## src/rtl/met_mul.sv

```systemverilog
// Shared multiply unit: three signed multipliers with registered products.
// Serves the coordinate set-up and every z step; no package dependency.
`default_nettype none

module met_mul #(
    parameter int MW = 22
) (
    input  wire logic                  clk,
    input  wire logic signed [MW-1:0]  a0,
    input  wire logic signed [MW-1:0]  b0,
    input  wire logic signed [MW-1:0]  a1,
    input  wire logic signed [MW-1:0]  b1,
    input  wire logic signed [MW-1:0]  a2,
    input  wire logic signed [MW-1:0]  b2,
    output logic signed [2*MW-1:0]     p0,
    output logic signed [2*MW-1:0]     p1,
    output logic signed [2*MW-1:0]     p2
);

    logic signed [2*MW-1:0] p0_reg;
    logic signed [2*MW-1:0] p1_reg;
    logic signed [2*MW-1:0] p2_reg;

    // Products are registered every cycle; the sequencer picks them up in the next cycle.
    always_ff @(posedge clk)
    begin
        p0_reg <= a0 * b0;
        p1_reg <= a1 * b1;
        p2_reg <= a2 * b2;
    end

    assign p0 = p0_reg;
    assign p1 = p1_reg;
    assign p2 = p2_reg;

endmodule

`default_nettype wire

```

## config.mk

```make
export PLATFORM = sky130hd
export DESIGN_NAME = met_mul
export DESIGN_NICKNAME = d
export VERILOG_FILES = /design/src/rtl/met_mul.sv
export SDC_FILE = /design/constraint.sdc
export NUM_CORES = 2
export LEC_CHECK = 0
export BUFFER_PORTS_ARGS = -buffer_cell sky130_fd_sc_hd__buf_2
export CORE_ASPECT_RATIO = 2
export CORE_MARGIN = 2
export CORE_UTILIZATION = 43
export DETAILED_ROUTE_END_ITERATION = 7
export PLACE_DENSITY_LB_ADDON = 0.25
export RECOVER_POWER = 50
export SLEW_MARGIN = 10
export SYNTH_ARGS = -nofsm -noshare
export SYNTH_HDL_FRONTEND = slang
export SYNTH_SLANG_ARGS = --single-unit
```

## constraint.sdc

```tcl
create_clock -name clk -period 9.9 [get_ports clk]
set_input_delay 0.99 -clock clk [delete_from_list [all_inputs] [get_ports clk]]
set_output_delay 0.99 -clock clk [all_outputs]
set_load 0.02 [all_outputs]
```

* Yosys cells after proc, flatten, opt, wreduce, memory -nomap -nowiden
Index checks and enable logic that the tools add are counted.
** Storage, ports and cells
- Output and inout bits :: 132
- Logic and storage cells :: 6
- Register bits :: 132
- Input bits :: 133
** Cells by class
- Multipliers :: 3
** Operators with widths (count)
- $mul A22 B22 Y44 :: 3

* Depth between registers and ports, before layout
- Depth in word-level cells :: 1
- Gate-level depth with buffers :: 26
- Depth with buffers taken out :: 24

* Worst setup path before layout
OpenSTA, ideal clock, no wires.
- Path kind :: input to register
- Start :: input b1[1]
- End :: register p1_reg[43] (netlist: p1[43])
- Library setup time :: 0.125 ns
- Setup slack :: 2.458 ns
- Buffers on the path :: 2
- Data required time :: 9.775 ns
- Arrival time :: 7.317 ns
- Stages :: 22
- Cell sequence :: clkbuf_1 > nand2_1 > inv_1 > fa_1 > fa_1 > inv_1 > fa_1 > inv_1 > fa_1 > fa_1 > fa_1 > inv_1 > fa_1 > inv_1 > ha_1 > clkbuf_1 > a21o_1 > or4_1 > o21ai_1 > o21ai_1 > a211oi_1 > xnor2_1
** Between the ends
- Word-level cells in the longest chain between the ends :: 1
** Ends and longest elaborated chain
- from (decl) :: RTL line 12 : input wire logic signed [MW-1:0] b1,
- $mul A22 B22 Y44 :: RTL line 28 : p1_reg <= a1 * b1;
- to (signal assigned) :: RTL line 28
- to (decl) :: RTL line 21 : logic signed [2*MW-1:0] p1_reg;
Every way passes these cells.

* Worst setup path in the final report
- Start :: input b0[0]
- End :: register p0_reg[42] (netlist: p0[42])
** Between the ends
- Word-level cells in the longest chain between the ends :: 1
** Ends and longest elaborated chain
- from (decl) :: RTL line 10 : input wire logic signed [MW-1:0] b0,
- $mul A22 B22 Y44 :: RTL line 27 : p0_reg <= a0 * b0;
- to (signal assigned) :: RTL line 27
- to (decl) :: RTL line 20 : logic signed [2*MW-1:0] p0_reg;
Every way passes these cells.

==> summary.txt <==
STA
  • Worst Tran Pin Value: 1387 ps
  • Final hold vios: 0
  • RSZ-0062 raised after global routing: false
  • Fmax: 0.1229 GHz
  • Final setup fails: 0
  • Total Neg Setup Slack: 0 ps
  • Period minus WS final: 8135 ps
  • Fin crit share: 0.8217
  • Final slew viol count: 0
  • Relative slew slack: 0.07500

Die
  • # rows: 187
  • Die X: roughly 260 um
  • IO Pins: 265
  • Die Span Y: 514.3 um
  • Area of the core: ~130000 um2
  • Die area: 133300 um2
  • Starting Density: 0.4320

Finish
  • Fraction of layout cells with a size suffix above 1: 0.03448
  • Fillers: 12660
  • Register area: 2643 um2
  • Layout Area Growth over Synthesis: 5.263%
  • Final #Nets: 8031
  • Multi-input logic area: 46530 um2

Status
  • Status: finished clean

Clocking
  • CTS tree: done
  • Post-CTS sizing: 0
  • Setup Buffers After CTS: 0
  • Clock Pin Slew Worst Setup and Hold Paths: 80 ps
  • CTS buffer count: 17
  • CTS max path bufs: 2
  • CTS H-Tree Depth: 4
  • Sink Count: 132
  • Hold buffers post-CTS: 0
  • Clock root cell: clkbuf_16

Detailed routing
  • WL final: ~170000 um
  • Via density: 5.216
  • Drt wl/cell: 21.62 um
  • DRT antenna net count: 0
  • Pre-antenna DRT Iters: 7
  • Iteration-0 DRC Markers: 1606
  • Routed vias: 40190
  • # DRC: 0

Critical path
  • WS Path Type: input pin to register
  • Type of origin of the critical path: input pin
  • CP endpoint kind: register
  • Critical Path Fanout Max: 22
  • Required time of the critical path: 10360 ps
  • WP data arrival: 8600 ps

Synthesis
  • Syn_nets: 8011
  • Syn_area_per_cell: 9.379 um2
  • Synth async-reset ratio: 0
  • Netlist cell types: 72
  • Largest cells by area after synthesis: fa_1 (54%), inv_1 (10%), ha_1 (9.1%), and2_1 (6.4%), nand2_1 (5.7%)
  • Top cells by count, synth: inv_1 (1539), fa_1 (1503), nand2_1 (850)
  • EDFF count, synth: 0
  • Most common cell in the netlist: inv_1
  • Share of the synthesized area in the top cell type: 0.5374
  • #FFs+latches synth: 132
  • Yosys warns: 0
  • Cell taking the most area after synthesis: fa_1
  • Area of the mapped netlist: 55990 um2
  • Synth Flop Type: dfxtp_1
  • Cell count after synthesis: 5970
  • Sequential fraction of the synthesis area: 0.04720

Global routing
  • Largest net degree at the start of global routing: 23
  • Global-route wire length before repair: 259800 um
  • Total GRT Usage: 0.2627
  • Vias in the first global route: 46970
  • Initial antenna violation count: 7
  • Total gr overflow: 0

Worst hold path
  • Hold Path Stages: 2
  • Worst min path class: input pin to register

Placed design
  • Detailed Place HPWL: 140000 um
  • PortBufs: approximately 260
  • Final Wtd Congestion: 0.9705

Run
  • Max Cap Viol: 0
==> layout make-up <==
type                    instances  area share
multi-input cells            4024      0.7895
inverters                    1539     0.09802
flip-flops and latches        132     0.04484
well taps                    1701     0.03611
diodes                          1  0.00004246
clock inverters                14    0.002802
clock buffers                  18    0.007451
repair buffers                276     0.02127
==> critical path, stage by stage <==
cell      delay, ps
clkbuf_1        990
nand2_1         490
inv_1           200
fa_1            500
inv_1           340
fa_1            490
inv_1           100
fa_1            450
fa_1            520
fa_1            490
inv_1            50
fa_1            480
inv_1            50
ha_1            340
and3_1          210
and2_1          160
a22oi_1         640
o21a_1          430
o21ai_1         170
a311oi_1        350
xnor2_1         150
==> path summary, 6_finish.rpt <==
check,start,end,slack [ps]
max,b0[0],p0[42],1770
min,b2[0],p2[0],930
==> per-layer routing <==
metal	GRT usage	vias to the layer above	wire, um
met4	0.2082	8	15530
met1	0.2381	21120	49490
li1	-	17140	-
met3	0.02913	625	6433
met5	0	-	52
met2	0.5157	1297	95090
==> logic make-up (layout without fill, tap and decap cells) <==
| group | Yosys count | in the layout | synth area share |
|---|---|---|---|
| XOR/XNOR | 148 | 148 | 0.02315 |
| other | 0 | 1 | 0 |
| AO/OA/AOI/OAI | 329 | 329 | 0.03888 |
| AND/OR/NAND/NOR | 1639 | 1639 | 0.1411 |
| adder cells (fa/ha/maj) | 1908 | 1908 | 0.6279 |
| flip-flops | 132 | 132 | 0.04720 |
| buffers and inverters | 1814 | 1847 | 0.1218 |
==> cells in the final DEF (no fill, tap or decap), types with 18 or more instances in the layout <==
cell type / netlist / layout
and2_1: 571 / 565
nor3_1: 18 / 18
buf_2: 2 / 138
nand3_1: 25 / 25
xnor2_1: 116 / 116
a21oi_1: 100 / 100
o21a_1: 25 / 25
xor2_1: 32 / 32
fa_1: 1503 / 1503
o21bai_1: 23 / 23
clkbuf_1: 268 / 126
inv_1: 1539 / 1539
nor2_1: 89 / 89
nand2b_1: 28 / 28
a21o_1: 51 / 51
nand2_1: 850 / 850
dfxtp_1: 132 / 132
ha_1: 405 / 405
o21ai_0: 39 / 38
==> metrics by stage <==
stage	instances	area [um2]	util	worst slack (ps)	hold WS [ps]
final	7705	58940	0.4547	1765	929.8
after global routing	7705	58940	0.4547	1496	932.6
after CTS	7704	59090	0.4559	1902	887.6
after detailed placement	7672	58490	0.4512	1323	1406
after global placement	7672	58490	0.4512	1350	1405
after floorplan	5970	55990	-	2458	1112
Power is not shown: default switching activity piles up to over one toggle a cycle in this logic, so the estimate is an artifact.
