<file path="src/rtl/met_pkg.sv">
// Shared types and constants for the Mandelbrot escape-time pixel block.
// Used by the top, met_cfg and met_div in rtl/; depends on nothing else.
`default_nettype none

package met_pkg;

    // Defaults for the top-level parameters.
    localparam int FRAC_BITS_DEF = 10;
    localparam int MAX_WIDTH_DEF = 4096;

    // Field widths.
    localparam int COORD_W   = 21;           // window corner registers
    localparam int DIFF_W    = COORD_W + 1;  // corner difference and step
    localparam int QMAG_W    = COORD_W;      // magnitude of the step dividend
    localparam int DIM_W     = 13;           // frame width and height
    localparam int POS_W     = 12;           // column and row
    localparam int LIMIT_W   = 8;            // iteration counter
    localparam int PIX_W     = 24;           // linear pixel index
    localparam int COLOUR_W  = 4;            // palette index
    localparam int CFG_IDX_W = 3;
    // Point coordinate: corner plus position times step.
    localparam int C_W       = COORD_W + POS_W + 2;

    // Configuration register indexes.
    localparam logic [CFG_IDX_W-1:0] CFG_X_LEFT       = 3'd0;
    localparam logic [CFG_IDX_W-1:0] CFG_Y_TOP        = 3'd1;
    localparam logic [CFG_IDX_W-1:0] CFG_X_RIGHT      = 3'd2;
    localparam logic [CFG_IDX_W-1:0] CFG_Y_BOTTOM     = 3'd3;
    localparam logic [CFG_IDX_W-1:0] CFG_FRAME_WIDTH  = 3'd4;
    localparam logic [CFG_IDX_W-1:0] CFG_FRAME_HEIGHT = 3'd5;
    localparam logic [CFG_IDX_W-1:0] CFG_ITER_LIMIT   = 3'd6;

    // Register reset values.
    localparam logic signed [COORD_W-1:0] X_LEFT_RST   = -21'sd2048;
    localparam logic signed [COORD_W-1:0] Y_TOP_RST    = -21'sd1024;
    localparam logic signed [COORD_W-1:0] X_RIGHT_RST  = 21'sd1024;
    localparam logic signed [COORD_W-1:0] Y_BOTTOM_RST = 21'sd1024;
    localparam logic [DIM_W-1:0]          WIDTH_RST    = 13'd320;
    localparam logic [DIM_W-1:0]          HEIGHT_RST   = 13'd200;
    localparam logic [LIMIT_W-1:0]        LIMIT_RST    = 8'd64;

    typedef struct packed {
        logic signed [COORD_W-1:0] x_left;
        logic signed [COORD_W-1:0] y_top;
        logic signed [COORD_W-1:0] x_right;
        logic signed [COORD_W-1:0] y_bottom;
        logic [DIM_W-1:0]          frame_width;
        logic [DIM_W-1:0]          frame_height;
        logic [LIMIT_W-1:0]        iteration_limit;
    } cfg_t;

    typedef struct packed {
        logic [POS_W-1:0] column;
        logic [POS_W-1:0] row;
    } in_word_t;

    typedef struct packed {
        logic [PIX_W-1:0]    pixel_index;
        logic [LIMIT_W-1:0]  escape_count;
        logic [COLOUR_W-1:0] colour;
    } out_word_t;

endpackage

`default_nettype wire

</file>
<file path="src/rtl/met_cfg.sv">
// Configuration register file for the escape-time block.
// Depends on met_pkg for the register indexes, widths and reset values.
`default_nettype none

module met_cfg (
    input  wire logic                           clk,
    input  wire logic                           rst_n,
    input  wire logic                           wr_en,
    input  wire logic [met_pkg::CFG_IDX_W-1:0]  wr_index,
    input  wire logic [met_pkg::COORD_W-1:0]    wr_data,
    output met_pkg::cfg_t                       cfg
);

    met_pkg::cfg_t cfg_reg;

    // Register writes; an index beyond the list is dropped.
    always_ff @(posedge clk or negedge rst_n)
    begin
        if (!rst_n)
        begin
            cfg_reg.x_left          <= met_pkg::X_LEFT_RST;
            cfg_reg.y_top           <= met_pkg::Y_TOP_RST;
            cfg_reg.x_right         <= met_pkg::X_RIGHT_RST;
            cfg_reg.y_bottom        <= met_pkg::Y_BOTTOM_RST;
            cfg_reg.frame_width     <= met_pkg::WIDTH_RST;
            cfg_reg.frame_height    <= met_pkg::HEIGHT_RST;
            cfg_reg.iteration_limit <= met_pkg::LIMIT_RST;
        end
        else if (wr_en)
        begin
            case (wr_index)
                met_pkg::CFG_X_LEFT:       cfg_reg.x_left   <= wr_data;
                met_pkg::CFG_Y_TOP:        cfg_reg.y_top    <= wr_data;
                met_pkg::CFG_X_RIGHT:      cfg_reg.x_right  <= wr_data;
                met_pkg::CFG_Y_BOTTOM:     cfg_reg.y_bottom <= wr_data;
                met_pkg::CFG_FRAME_WIDTH:
                    cfg_reg.frame_width <= wr_data[met_pkg::DIM_W-1:0];
                met_pkg::CFG_FRAME_HEIGHT:
                    cfg_reg.frame_height <= wr_data[met_pkg::DIM_W-1:0];
                met_pkg::CFG_ITER_LIMIT:
                    cfg_reg.iteration_limit <= wr_data[met_pkg::LIMIT_W-1:0];
                default: ;
            endcase
        end
    end

    assign cfg = cfg_reg;

endmodule

`default_nettype wire

</file>
<file path="config.mk">
export PLATFORM = sky130hd
export DESIGN_NAME = met_cfg
export DESIGN_NICKNAME = d
export VERILOG_FILES = /design/src/rtl/met_pkg.sv /design/src/rtl/met_cfg.sv
export SDC_FILE = /design/constraint.sdc
export NUM_CORES = 1
export LEC_CHECK = 0
export ABC_AREA = 0
export BUFFER_PORTS_ARGS = -buffer_cell sky130_fd_sc_hd__clkbuf_2
export CAP_MARGIN = 15
export CORE_AREA = 10 10 130 97
export CTS_CLUSTER_SIZE = 20
export DETAILED_ROUTE_END_ITERATION = 8
export DIE_AREA = 0 0 140 107
export GPL_TIMING_DRIVEN = 1
export PLACE_DENSITY = 0.7
export SETUP_SLACK_MARGIN = 0.02
export SLEW_MARGIN = 20
export SYNTH_ARGS = -nofsm -noshare
export SYNTH_HDL_FRONTEND = slang
export SYNTH_SLANG_ARGS = --single-unit
</file>
<file path="constraint.sdc">
create_clock -name clk -period 1.8 [get_ports clk]
set_input_delay 0.27 -clock clk [delete_from_list [all_inputs] [get_ports clk]]
set_output_delay 0.27 -clock clk [all_outputs]
set_load 0.1 [all_outputs]
</file>
Word level (Yosys, flattened, before mapping). Cells that the tools add are included.

Reductions and logical operators: 8. Equality and inequality tests: 6.

Operators by type and width (number): $reduce_and A2 Y1 (7); $eq A3 B3 Y1 const B (3); $eq A3 B2 Y1 const B (2); $eq A3 B1 Y1 const B (1); $logic_not A3 Y1 (1).

Register bits after elaboration: 118. Output and inout port bits: 118.

Longest topological paths before layout.
Depth after elaboration: 2. Gate-level depth with buffers: 3. Gate-level depth less buffers: 2.

Least setup slack after synthesis. No wires, ideal clock.

Kind: input-to-reg. Start point: input port wr_index[0] in the netlist's numbering. End point: register cfg_reg (netlist bit cfg[104]). Slack: 0.516 ns. Data required time: 1.675 ns. Cell stages on the path: 3. Setup time: 0.125 ns. Arrival time: 1.158 ns. Path through: nor4b_2 -> buf_4 -> mux2_2.

Cells in the longest elaborated chain, start to end: 2.

RTL lines: start, declared (RTL line met_cfg.sv:9) `input wire logic [met_pkg::CFG_IDX_W-1:0] wr_index,`; $logic_not A3 Y1 (RTL line met_cfg.sv:31) `case (wr_index)`; $reduce_and A2 Y1 (no line); end, declared (RTL line met_cfg.sv:14) `met_pkg::cfg_t cfg_reg;`.

No other way between the ends. A chain may end at the register's enable or synchronous reset.

Worst setup path in the final report.
Start point: register cfg_reg (netlist bit cfg[15]). End point: output port cfg[15] in the netlist's numbering.

RTL lines: end, declared (RTL line met_cfg.sv:11) `output met_pkg::cfg_t cfg`.

No word-level cell between the ends.

==> results.txt <==
The run finished with clean final reports. The number of clock sinks came out at 118. The final routed DRC violation total came out at 0. The combined buffer and inverter count along the critical path is 1. The number of max-slew violations in the final report came out at 0.

The clock period could shrink to 1.674 ns. The tightest min-delay check is of the input pin to flip-flop type. For this design the top-level I/O count stands at 145. The synthesized netlist net count is 280.

The die footprint is 0.01498 mm2. In the final design database the tool counted 445 nets. The later pin in the worst-skew pair is clocked with a latency of 0.40 ns. The first global-routing pass estimated 18440 um of wire.

Leaving out fill and tap cells, the most frequent cell in the layout is clkbuf_2. The number of different library cells in the post-synthesis netlist is 9. In this run the core area contains 31 standard-cell rows. The average cell area after synthesis came out at 17.61 um2. The H-tree depth reported by CTS is 4. Data on the critical path is required at its endpoint by 1.53 ns. The worst slew slack as a fraction of its limit came out at 60.50%. The post-detailed-route wirelength per cell is 20.60 um. The initial antenna violation count was 0. In this run the post-CTS setup repair buffer count came out at 0. In the layout the commonest cells are clkbuf_2 (143), mux2_2 (117), dfrtp_1 (89). In this run the cell area measured after placement is 0.005439 mm2. The count of buffers inserted at the top-level ports came out at 144. Entering global routing, the biggest net connects 66 pins. The startpoint type of the worst setup path is a flip-flop. The sum of routed wire length over all layers came out at 11600 um.

Among all stages on the critical path, the largest delay is contributed by dfstp_2. The core area is 0.01008 mm2. From left edge to right edge, the die measures 140 um. The finished cells cover 0.006095 mm2.

The worst stage delay on the critical path is 0.54 ns. Among cell families on the critical path, the largest total delay comes from flip-flops. The layout-stage area growth over the synthesis result is 36.83%. Dividing the final minimum period by the clock period gives 92.98%. Traced cell by cell, the critical path runs through clkbuf_2. Setup repair after global routing left no endpoint under its margin. In this run the deepest clock path goes through 2 buffers. The number of failing setup endpoints in the final timing report came out at 0. The global-route total usage across every layer is 15.79%. The initial detailed-routing violation count is 134.

The total overflow left after global routing is 0. The register with the most flip-flops in the layout has 118 of them. The critical setup path kind is flip-flop to output pin. The peak fanout along the critical path came out at 2. The HPWL after detailed placement came out at 8450 um. Dividing the detail-routed via count by the number of cells gives 4.982.

The number of global-route vias before repair is 3219. The endpoint kind of the worst setup timing path is an output pin. Sequential cells were found to cover 67.11% of the synthesized design area.

The clock tree skew after final layout is 0 ns. The chip height came out at 107 um. The number of nets still failing antenna checks after routing is 0.

The synthesis warning total came out at 0. The total CTS buffers is 17. The repair_antennas step left the layout with diodes totalling 0.

The arrival time at the worst endpoint came out at 1.40 ns. The routed layout has 2805 vias. The fmax came out at 597.5 MHz. The post-route netlist has 78.19% of its cells at a drive strength greater than 1. For the pin with the worst max-slew slack, the measured transition is 0.5893 ns. The TritonCTS clock tree is yes. The number of maximum-capacitance violations came out at 0. The final-layout setup total negative slack is 0 ns.

For this run, the detailed router's first-pass iteration total came to 4. The number of storage elements in the synthesis netlist is 118. The netlist area before placement came out at 0.004454 mm2.

The total count of hold-check failures in the final report was 0. The count of mapped cells out of synthesis is 253. Routability-driven placement finished with a final weighted congestion of 0.7398. The library cell used as clock root buffer is clkbuf_16. The initial core utilization is 44.17%. The CTS clock-pin slew for the worst setup and hold paths is 0.06 ns.
## routing by layer
layer / part of all wire [%] / vias up / global-route usage, %
met5: 0 / - / 0
met1: 43 / 1438 / 18.74
li1: - / 1253 / -
met4: 1.3 / 0 / 5.662
met2: 46 / 98 / 24.38
met3: 9.4 / 16 / 7.937
## kinds of logic (layout without fill, tap and decap cells)
family	Yosys count	in the layout	share of synthesized area [%]
buffers and inverters	10	188	1.292
flip-flops	118	118	67.11
multiplexers	118	118	29.83
AND/OR/NAND/NOR	7	7	1.770
## through the flow
stage | cells | setup WS (ns) | utilization [%] | hold slack (ns)
after floorplan | 253 | 0.5161 | - | -0.02559
after global placement | 530 | 0.3333 | 53.93 | 0.1931
after CTS | 563 | 0.1141 | 60.43 | 0.1296
final | 563 | 0.1263 | 60.43 | 0.1407
after global routing | 563 | 0.08914 | 60.43 | 0.1450
after detailed placement | 530 | 0.2029 | 53.93 | 0.1978
## worst paths after layout
kind / startpoint / to / slack, ns / cells after the start
worst max-delay path: cfg[15]$_DFFE_PN1P_ / cfg[15] / 0.13 / 1
worst min-delay path: wr_data[13] / cfg[47]$_DFFE_PN0P_ / 0.14 / 2
worst max register to register: cfg[4]$_DFFE_PN0P_ / cfg[4]$_DFFE_PN0P_ / 1.01 / 1
worst min register to register: cfg[106]$_DFFE_PN0P_ / cfg[106]$_DFFE_PN0P_ / 0.49 / 1
max in group asynchronous: rst_n / cfg[87]$_DFFE_PN1P_ / 0.76 / 3
min in group asynchronous: rst_n / cfg[68]$_DFFE_PN0P_ / 0.34 / 2
## repair_timing
item / in CTS / in global routing
hold endpoints to repair: 16 / 0
resized for setup: 0 / 0
hold buffers: 1 / 0
## cells in the mapped netlist
library cell	n	area share (%)
and4bb_2	3	0.84
mux2_2	117	30
mux2_1	1	0.25
buf_2	7	0.79
dfrtp_1	89	50
nand4b_1	3	0.59
nor4b_2	1	0.34
buf_4	3	0.51
dfstp_2	29	17
## layout make-up
cell class                 instances  area (um2)
clock buffer                      18       439.2
clock inverter                    14       206.4
fill                             805        3990
multi-input combinational        125        1416
sequential                       118        2989
tap                              132       165.2
timing repair buffer             156       878.3
Power is not shown: default switching activity piles up to over one toggle a cycle in this logic, so the estimate is an artifact.
