### src/rtl/met_pkg.sv
// Shared types and constants for the Mandelbrot escape-time pixel block.
// Used by the top, met_cfg and met_div in rtl/; depends on nothing else.
`default_nettype none

package met_pkg;

    // Defaults for the top-level parameters.
    localparam int FRAC_BITS_DEF = 10;
    localparam int MAX_WIDTH_DEF = 4096;

    // Field widths.
    localparam int COORD_W   = 21;           // window corner registers
    localparam int DIFF_W    = COORD_W + 1;  // corner difference and step
    localparam int QMAG_W    = COORD_W;      // magnitude of the step dividend
    localparam int DIM_W     = 13;           // frame width and height
    localparam int POS_W     = 12;           // column and row
    localparam int LIMIT_W   = 8;            // iteration counter
    localparam int PIX_W     = 24;           // linear pixel index
    localparam int COLOUR_W  = 4;            // palette index
    localparam int CFG_IDX_W = 3;
    // Point coordinate: corner plus position times step.
    localparam int C_W       = COORD_W + POS_W + 2;

    // Configuration register indexes.
    localparam logic [CFG_IDX_W-1:0] CFG_X_LEFT       = 3'd0;
    localparam logic [CFG_IDX_W-1:0] CFG_Y_TOP        = 3'd1;
    localparam logic [CFG_IDX_W-1:0] CFG_X_RIGHT      = 3'd2;
    localparam logic [CFG_IDX_W-1:0] CFG_Y_BOTTOM     = 3'd3;
    localparam logic [CFG_IDX_W-1:0] CFG_FRAME_WIDTH  = 3'd4;
    localparam logic [CFG_IDX_W-1:0] CFG_FRAME_HEIGHT = 3'd5;
    localparam logic [CFG_IDX_W-1:0] CFG_ITER_LIMIT   = 3'd6;

    // Register reset values.
    localparam logic signed [COORD_W-1:0] X_LEFT_RST   = -21'sd2048;
    localparam logic signed [COORD_W-1:0] Y_TOP_RST    = -21'sd1024;
    localparam logic signed [COORD_W-1:0] X_RIGHT_RST  = 21'sd1024;
    localparam logic signed [COORD_W-1:0] Y_BOTTOM_RST = 21'sd1024;
    localparam logic [DIM_W-1:0]          WIDTH_RST    = 13'd320;
    localparam logic [DIM_W-1:0]          HEIGHT_RST   = 13'd200;
    localparam logic [LIMIT_W-1:0]        LIMIT_RST    = 8'd64;

    typedef struct packed {
        logic signed [COORD_W-1:0] x_left;
        logic signed [COORD_W-1:0] y_top;
        logic signed [COORD_W-1:0] x_right;
        logic signed [COORD_W-1:0] y_bottom;
        logic [DIM_W-1:0]          frame_width;
        logic [DIM_W-1:0]          frame_height;
        logic [LIMIT_W-1:0]        iteration_limit;
    } cfg_t;

    typedef struct packed {
        logic [POS_W-1:0] column;
        logic [POS_W-1:0] row;
    } in_word_t;

    typedef struct packed {
        logic [PIX_W-1:0]    pixel_index;
        logic [LIMIT_W-1:0]  escape_count;
        logic [COLOUR_W-1:0] colour;
    } out_word_t;

endpackage

`default_nettype wire

### src/rtl/met_div.sv
// Restoring divider, one quotient bit per cycle, for the pixel step.
// Depends on met_pkg for widths; truncates toward zero via a sign flag.
`default_nettype none

module met_div (
    input  wire logic                                clk,
    input  wire logic                                rst_n,
    input  wire logic                                start,
    input  wire logic [met_pkg::QMAG_W-1:0]          dividend_mag,
    input  wire logic                                negative,
    input  wire logic [met_pkg::DIM_W-1:0]           divisor,
    output logic                                     done,
    output logic signed [met_pkg::DIFF_W-1:0]        quotient
);

    localparam int NW  = met_pkg::QMAG_W;
    localparam int DW  = met_pkg::DIM_W;
    localparam int CNW = $clog2(NW);

    logic            busy_reg;
    logic            done_reg;
    logic [CNW-1:0]  cnt_reg;
    logic [NW-1:0]   num_reg;
    logic [DW-1:0]   rem_reg;
    logic [DW-1:0]   den_reg;
    logic            neg_reg;

    logic [DW:0]     trial;
    logic            fits;
    logic [DW:0]     diff;

    // One trial subtraction per cycle.
    always_comb
    begin
        trial = {rem_reg, num_reg[NW-1]};
        diff  = trial - {1'b0, den_reg};
        fits  = (trial >= {1'b0, den_reg});
    end

    // Control: busy flag, bit counter and completion pulse.
    always_ff @(posedge clk or negedge rst_n)
    begin
        if (!rst_n)
        begin
            busy_reg <= 1'b0;
            done_reg <= 1'b0;
            cnt_reg  <= '0;
        end
        else
        begin
            done_reg <= 1'b0;
            if (start)
            begin
                busy_reg <= 1'b1;
                cnt_reg  <= '0;
            end
            else if (busy_reg)
            begin
                cnt_reg <= cnt_reg + 1'b1;
                if (cnt_reg == CNW'(NW - 1))
                begin
                    busy_reg <= 1'b0;
                    done_reg <= 1'b1;
                end
            end
        end
    end

    // Datapath: the dividend shifts out as the quotient shifts in.
    always_ff @(posedge clk)
    begin
        if (start)
        begin
            num_reg <= dividend_mag;
            rem_reg <= '0;
            den_reg <= divisor;
            neg_reg <= negative;
        end
        else if (busy_reg)
        begin
            num_reg <= {num_reg[NW-2:0], fits};
            rem_reg <= fits ? diff[DW-1:0] : trial[DW-1:0];
        end
    end

    assign done     = done_reg;
    assign quotient = neg_reg ? -$signed({1'b0, num_reg}) : $signed({1'b0, num_reg});

endmodule

`default_nettype wire

### config.mk
export PLATFORM = sky130hd
export DESIGN_NAME = met_div
export DESIGN_NICKNAME = d
export VERILOG_FILES = /design/src/rtl/met_pkg.sv /design/src/rtl/met_div.sv
export SDC_FILE = /design/constraint.sdc
export NUM_CORES = 1
export LEC_CHECK = 0
export ABC_AREA = 1
export BUFFER_PORTS_ARGS = -buffer_cell sky130_fd_sc_hd__buf_2
export CORE_MARGIN = 4
export CORE_UTILIZATION = 57
export CTS_BUF_LIST = sky130_fd_sc_hd__clkbuf_4 sky130_fd_sc_hd__clkbuf_8 sky130_fd_sc_hd__clkbuf_16
export CTS_CLUSTER_SIZE = 24
export DETAILED_ROUTE_END_ITERATION = 10
export GPL_TIMING_DRIVEN = 0
export MAX_ROUTING_LAYER = met4
export PLACE_DENSITY = 0.8
export SLEW_MARGIN = 15
export SYNTH_ARGS = -nofsm -noshare
export SYNTH_HDL_FRONTEND = slang
export SYNTH_SLANG_ARGS = --single-unit
### constraint.sdc
create_clock -name clk -period 2.45 [get_ports clk]
set_input_delay 0 -clock clk [delete_from_list [all_inputs] [get_ports clk]]
set_output_delay 0 -clock clk [all_outputs]
set_load 0.02 [all_outputs]
# Word level (Yosys, flattened, before mapping)
# Cells that the tools add are included.
word_totals:
  elab_cells: 25
  reg_bits: 55
  out_inout_bits: 23
  in_bits: 38
classes:
  n_mux: 12
  addsub: 3
  n_lt_le_gt_ge: 1
  n_reduce_logical: 1
  n_eq_ne: 1
ops:
  columns: ["cell", "n"]
  rows:
  - ["$mux W21", 2]
  - ["$mux W22", 1]
  - ["$neg A21 Y22", 1]
  - ["$ge A14 B13 Y1", 1]
  - ["$mux W13", 1]
  - ["$sub A13 B13 Y13", 1]
  - ["$mux W5", 2]
  - ["$mux W1", 6]
  - ["$add A5 B1 Y5 const B", 1]
  - ["$eq A5 B5 Y1 const B", 1]
  - ["$reduce_bool A2 Y1", 1]

# Longest topological paths before layout
logic_depth:
  word_depth: 4
  ltp_mapped: 14
  mapped_depth_nobuf: 13

# Worst setup path after synthesis
# OpenSTA, ideal clock, no wires.
synth_timing:
  kind: "flip-flop to flip-flop"
  startpoint: "register num_reg[20]"
  endpoint: "register num_reg[0] (data pin)"
  setup_slack_ns: 0.369
  t_required_ns: 2.197
  arrival_time_ns: 1.829
  setup_time_ns: 0.253
  synth_period_minus_slack_ns: 2.081
  n_path_buf: 1
  stages_incl_launch_ff: 14
  cell_sequence: "edfxtp_1 > inv_1 > ha_1 > inv_1 > fa_1 > nand2_1 > nand2_1 > nand3_1 > nand2_1 > nand2_2 > nand3_4 > buf_8 > nand2_1 > nand2_1"
synth_between:
  elab_chain_cells: 3
synth_lines:
  columns: ["element", "line_no", "rtl"]
  rows:
  - ["start, declared", "met_div.sv:23", "logic [NW-1:0] num_reg;"]
  - ["start signal, assigned", "met_div.sv:74", "num_reg <= dividend_mag;"]
  - ["start signal, assigned", "met_div.sv:81", "num_reg <= {num_reg[NW-2:0], fits};"]
  - ["$ge A14 B13 Y1", "met_div.sv:37", "fits = (trial >= {1'b0, den_reg});"]
  - ["$mux W21", "met_div.sv:79", "else if (busy_reg)"]
  - ["$mux W21", "met_div.sv:72", "if (start)"]
# Every way passes these cells. The select of a mux whose other input is x is not followed.
# A chain may end at the register's enable or synchronous reset.

# Final worst setup path
# Ends and elaborated chain as after synthesis.

==> metrics.md <==
| Metric | Value |
|---|---|
| Final Cycle Share | `0.9204` |
| CTS clock-pin slew for the worst setup and hold paths | `100 ps` |
| Hpwl dp | `6.746 mm` |
| First-pass GRT wire length | `15.37 mm` |
| Kind of critical path | `register to register` |
| Die Span Y | `89.06 um` |
| Most common cell in the synthesized netlist | `nand2_1` |
| Post-synth top area share | `0.2807` |
| Post-synth EDFFs | `35` |
| DR WL/cell | `13.33 um` |
| CP top delay family | `simple AND/OR/NAND/NOR gates` |
| Most used cell, CP | `nand2_1` |
| Max reg flops | `21` |
| Netlist cell types | `33` |
| DRT Pass-1 Iters | `6` |
| Startpoint types | `register` |
| Leak | `2.354 nW` |
| Mapped cell area | `3745 um2` |
| WP data arrival | `2330 ps` |
| Share of layout cells above drive strength 1 | `0.1711` |
| CTS Buffer Depth | `2` |
| Slew Limit Fails | `0` |
| DRT Wirelength | `roughly 9.1 mm` |
| Synth Instances | `504` |
| Setup violators final | `0` |
| MaxCap Viol Count | `0` |
| Status | `finished, final reports clean` |
| Skew-Pair Late Insertion Delay | `310 ps` |
| IO Pins | `61` |
| Core Box Area | `approximately 6300 um2` |
| H-Tree Depth | `2` |
| Die W | `~90 um` |
| Max incr delay on CP | `around 450 ps` |
| Total GRT Usage | `0.2545` |
| Synth area leaders | `edfxtp_1 (28%), nand2_1 (15%), inv_1 (8.7%)` |
| Post-layout min period | `approximately 2300 ps` |
| Final Hold Slack | `roughly 5.9 ps` |
| Antenna diodes | `0` |
| Via/cell ratio | `5.093` |
| Skew final | `12.85 ps` |
| Area delta synth->final | `22.55%` |
| Vias in the first global route | `3,456` |
| Port-buffer cells | `60` |
| Fin nets | `662` |
| Synth Register Bits | `55` |
| Root buffer cell | `clkbuf_8` |
| Starting Density | `0.5898` |
| Cell Rows | `29` |
| YS warnings | `0` |
| Crit path max fanout | `10` |
| Final Cell Area | `between 4000 and 5000 um2` |
| Hold/Removal Path Class | `primary input to register` |
| Final ANT Viol Nets | `0` |
| F_max | `between 0.4 and 0.5 GHz` |
| Top_reg_cell synth | `edfxtp_1` |
| Synth Area per Inst | `roughly 7.4 um2` |
| Largest net degree at the start of global routing | `27` |
| RSZ-0062 raised after global routing | `no` |
| FF/Latch Area | `1486 um2` |
| Synth Net Count | `559` |
| Final Hold Viols | `0` |
| Crit path max-delay cell type | `fa_1` |
| Initial antenna violation count | `0` |
| Buf+Inv Stages, Crit Path | `3` |
| Crit-path cells | `inv_1, ha_1, inv_1, fa_1, nand2_1, nand2_1, nand3_1, nand2_1, nand2_2, nand3_4, buf_8, nand2_1, nand2_1` |
| Post-synth top area cell | `edfxtp_1` |
| Vias | `3,489` |
| Gp weighted congestion | `~0.94` |
| Worst-margin pin slew | `991.9 ps` |
| Critical Path RT | `2530 ps` |
| Total power per unit cell area | `749.5 nW/um2` |
| Number of fill cells | `about 530` |
| CTS tree | `built` |
| Die area | `roughly 7900 um2` |
| Total CTS buffers | `5` |
| Slew HR | `0.3380` |
| TNS Setup | `0 ps` |
| # DRC | `0` |
| Async SR Flop Fraction | `0.1273` |
| Number of DRC markers in iteration 0 | `265` |
| Clk sinks | `55` |
| Sequential fraction of the synthesis area | `0.3969` |
| Worst VDD drop | `0.5731 mV` |
| Commonest cells post-synth | `nand2_1 (154), inv_1 (87), edfxtp_1 (35), nand3_1 (35), nor2_1 (29)` |
| CP Capture Type | `register` |
| Grt ovf | `0` |
| Multi-input logic area | `about 1800 um2` |
| Placed Area | `4141 um2` |
[routing by layer]
layer / global-route usage / wire length (um)
met3: 0.03410 / 394
met4: 0.08119 / 161
met2: 0.4170 / 4384
met5: - / 0
met1: 0.3281 / 4189
[tightest hold or removal path, cell delays in order]
cell and delay (ps):
buf_2 80, nand2_1 40, o21ai_0 80
[layout by cell type (no fill, tap or decap), types with 5 or more instances in the layout]
master         count
a21oi_1            7
buf_2             64
clkbuf_1           6
clkbuf_8           5
dfrtp_1            7
dfxtp_1           13
dlygate4sd3_1     35
edfxtp_1          35
ha_1              16
inv_1             87
nand2_1          154
nand2_2            5
nand3_1           35
nand3_2            7
nand4_1           21
nor2_1            29
nor2_2             5
nor3_1             7
o21ai_0           25
xor2_1            18
[final cells by class]
class | instances | share of cell area
Buffer | 14 | 0.01745
Clock buffer | 5 | 0.01499
Clock inverter | 3 | 0.004089
Inverter | 90 | 0.07361
Multi-Input combinational cell | 345 | 0.4016
Sequential cell | 55 | 0.3239
Tap cell | 77 | 0.02099
Timing Repair Buffer | 96 | 0.1434
[report_power, final]
group | total, mW | internal, mW | switching (mW)
Sequential | 1.24 | 1.13 | 0.107
Combinational | 1.68 | 0.645 | 1.04
Clock | 0.516 | 0.203 | 0.314
[cell families (layout without fill, tap and decap cells)]
| family | Yosys count | in the layout | synth area share |
|---|---|---|---|
| fa+ha+maj | 17 | 17 | 0.05880 |
| flops | 55 | 55 | 0.3969 |
| buf+inv | 104 | 208 | 0.1109 |
| compound gates | 38 | 38 | 0.05647 |
| xor+xnor | 21 | 21 | 0.04912 |
| simple gates | 269 | 269 | 0.3278 |
[path summary, 6_finish.rpt]
path                                   from          end  slack (ps)  depth (start not counted)
max                             num_reg[20]   num_reg[0]         190                         13
min                        dividend_mag[19]  num_reg[19]           6                          3
max reg2reg                     num_reg[20]   num_reg[0]         190                         13
min reg2reg                     rem_reg[10]  rem_reg[10]         480                          2
max in group asynchronous             rst_n   cnt_reg[1]        2250                          2
min in group asynchronous             rst_n   cnt_reg[4]          40                          2
[per-stage QoR]
| stage | util | instances | total power, mW | worst slack, ps |
|---|---|---|---|---|
| detailed placement | 0.6522 | 641 | 2.887 | 104.4 |
| CTS | 0.7212 | 684 | 3.437 | 77.79 |
| global route | 0.7228 | 685 | 3.726 | 36.91 |
| global placement | 0.6522 | 641 | 2.847 | 117.5 |
| floorplan | - | 504 | 2.495 | 368.6 |
| finish | 0.7228 | 685 | 3.440 | 194.9 |
[what timing repair did]
action / CTS / global route
hold buffers: 35 / 0
endpoints found under the hold margin: 41 / 0
buffers inserted: 0 / 1
resized for setup: 0 / 1
endpoints found under the setup margin: 0 / 11
(Power assumes the default switching activity.)
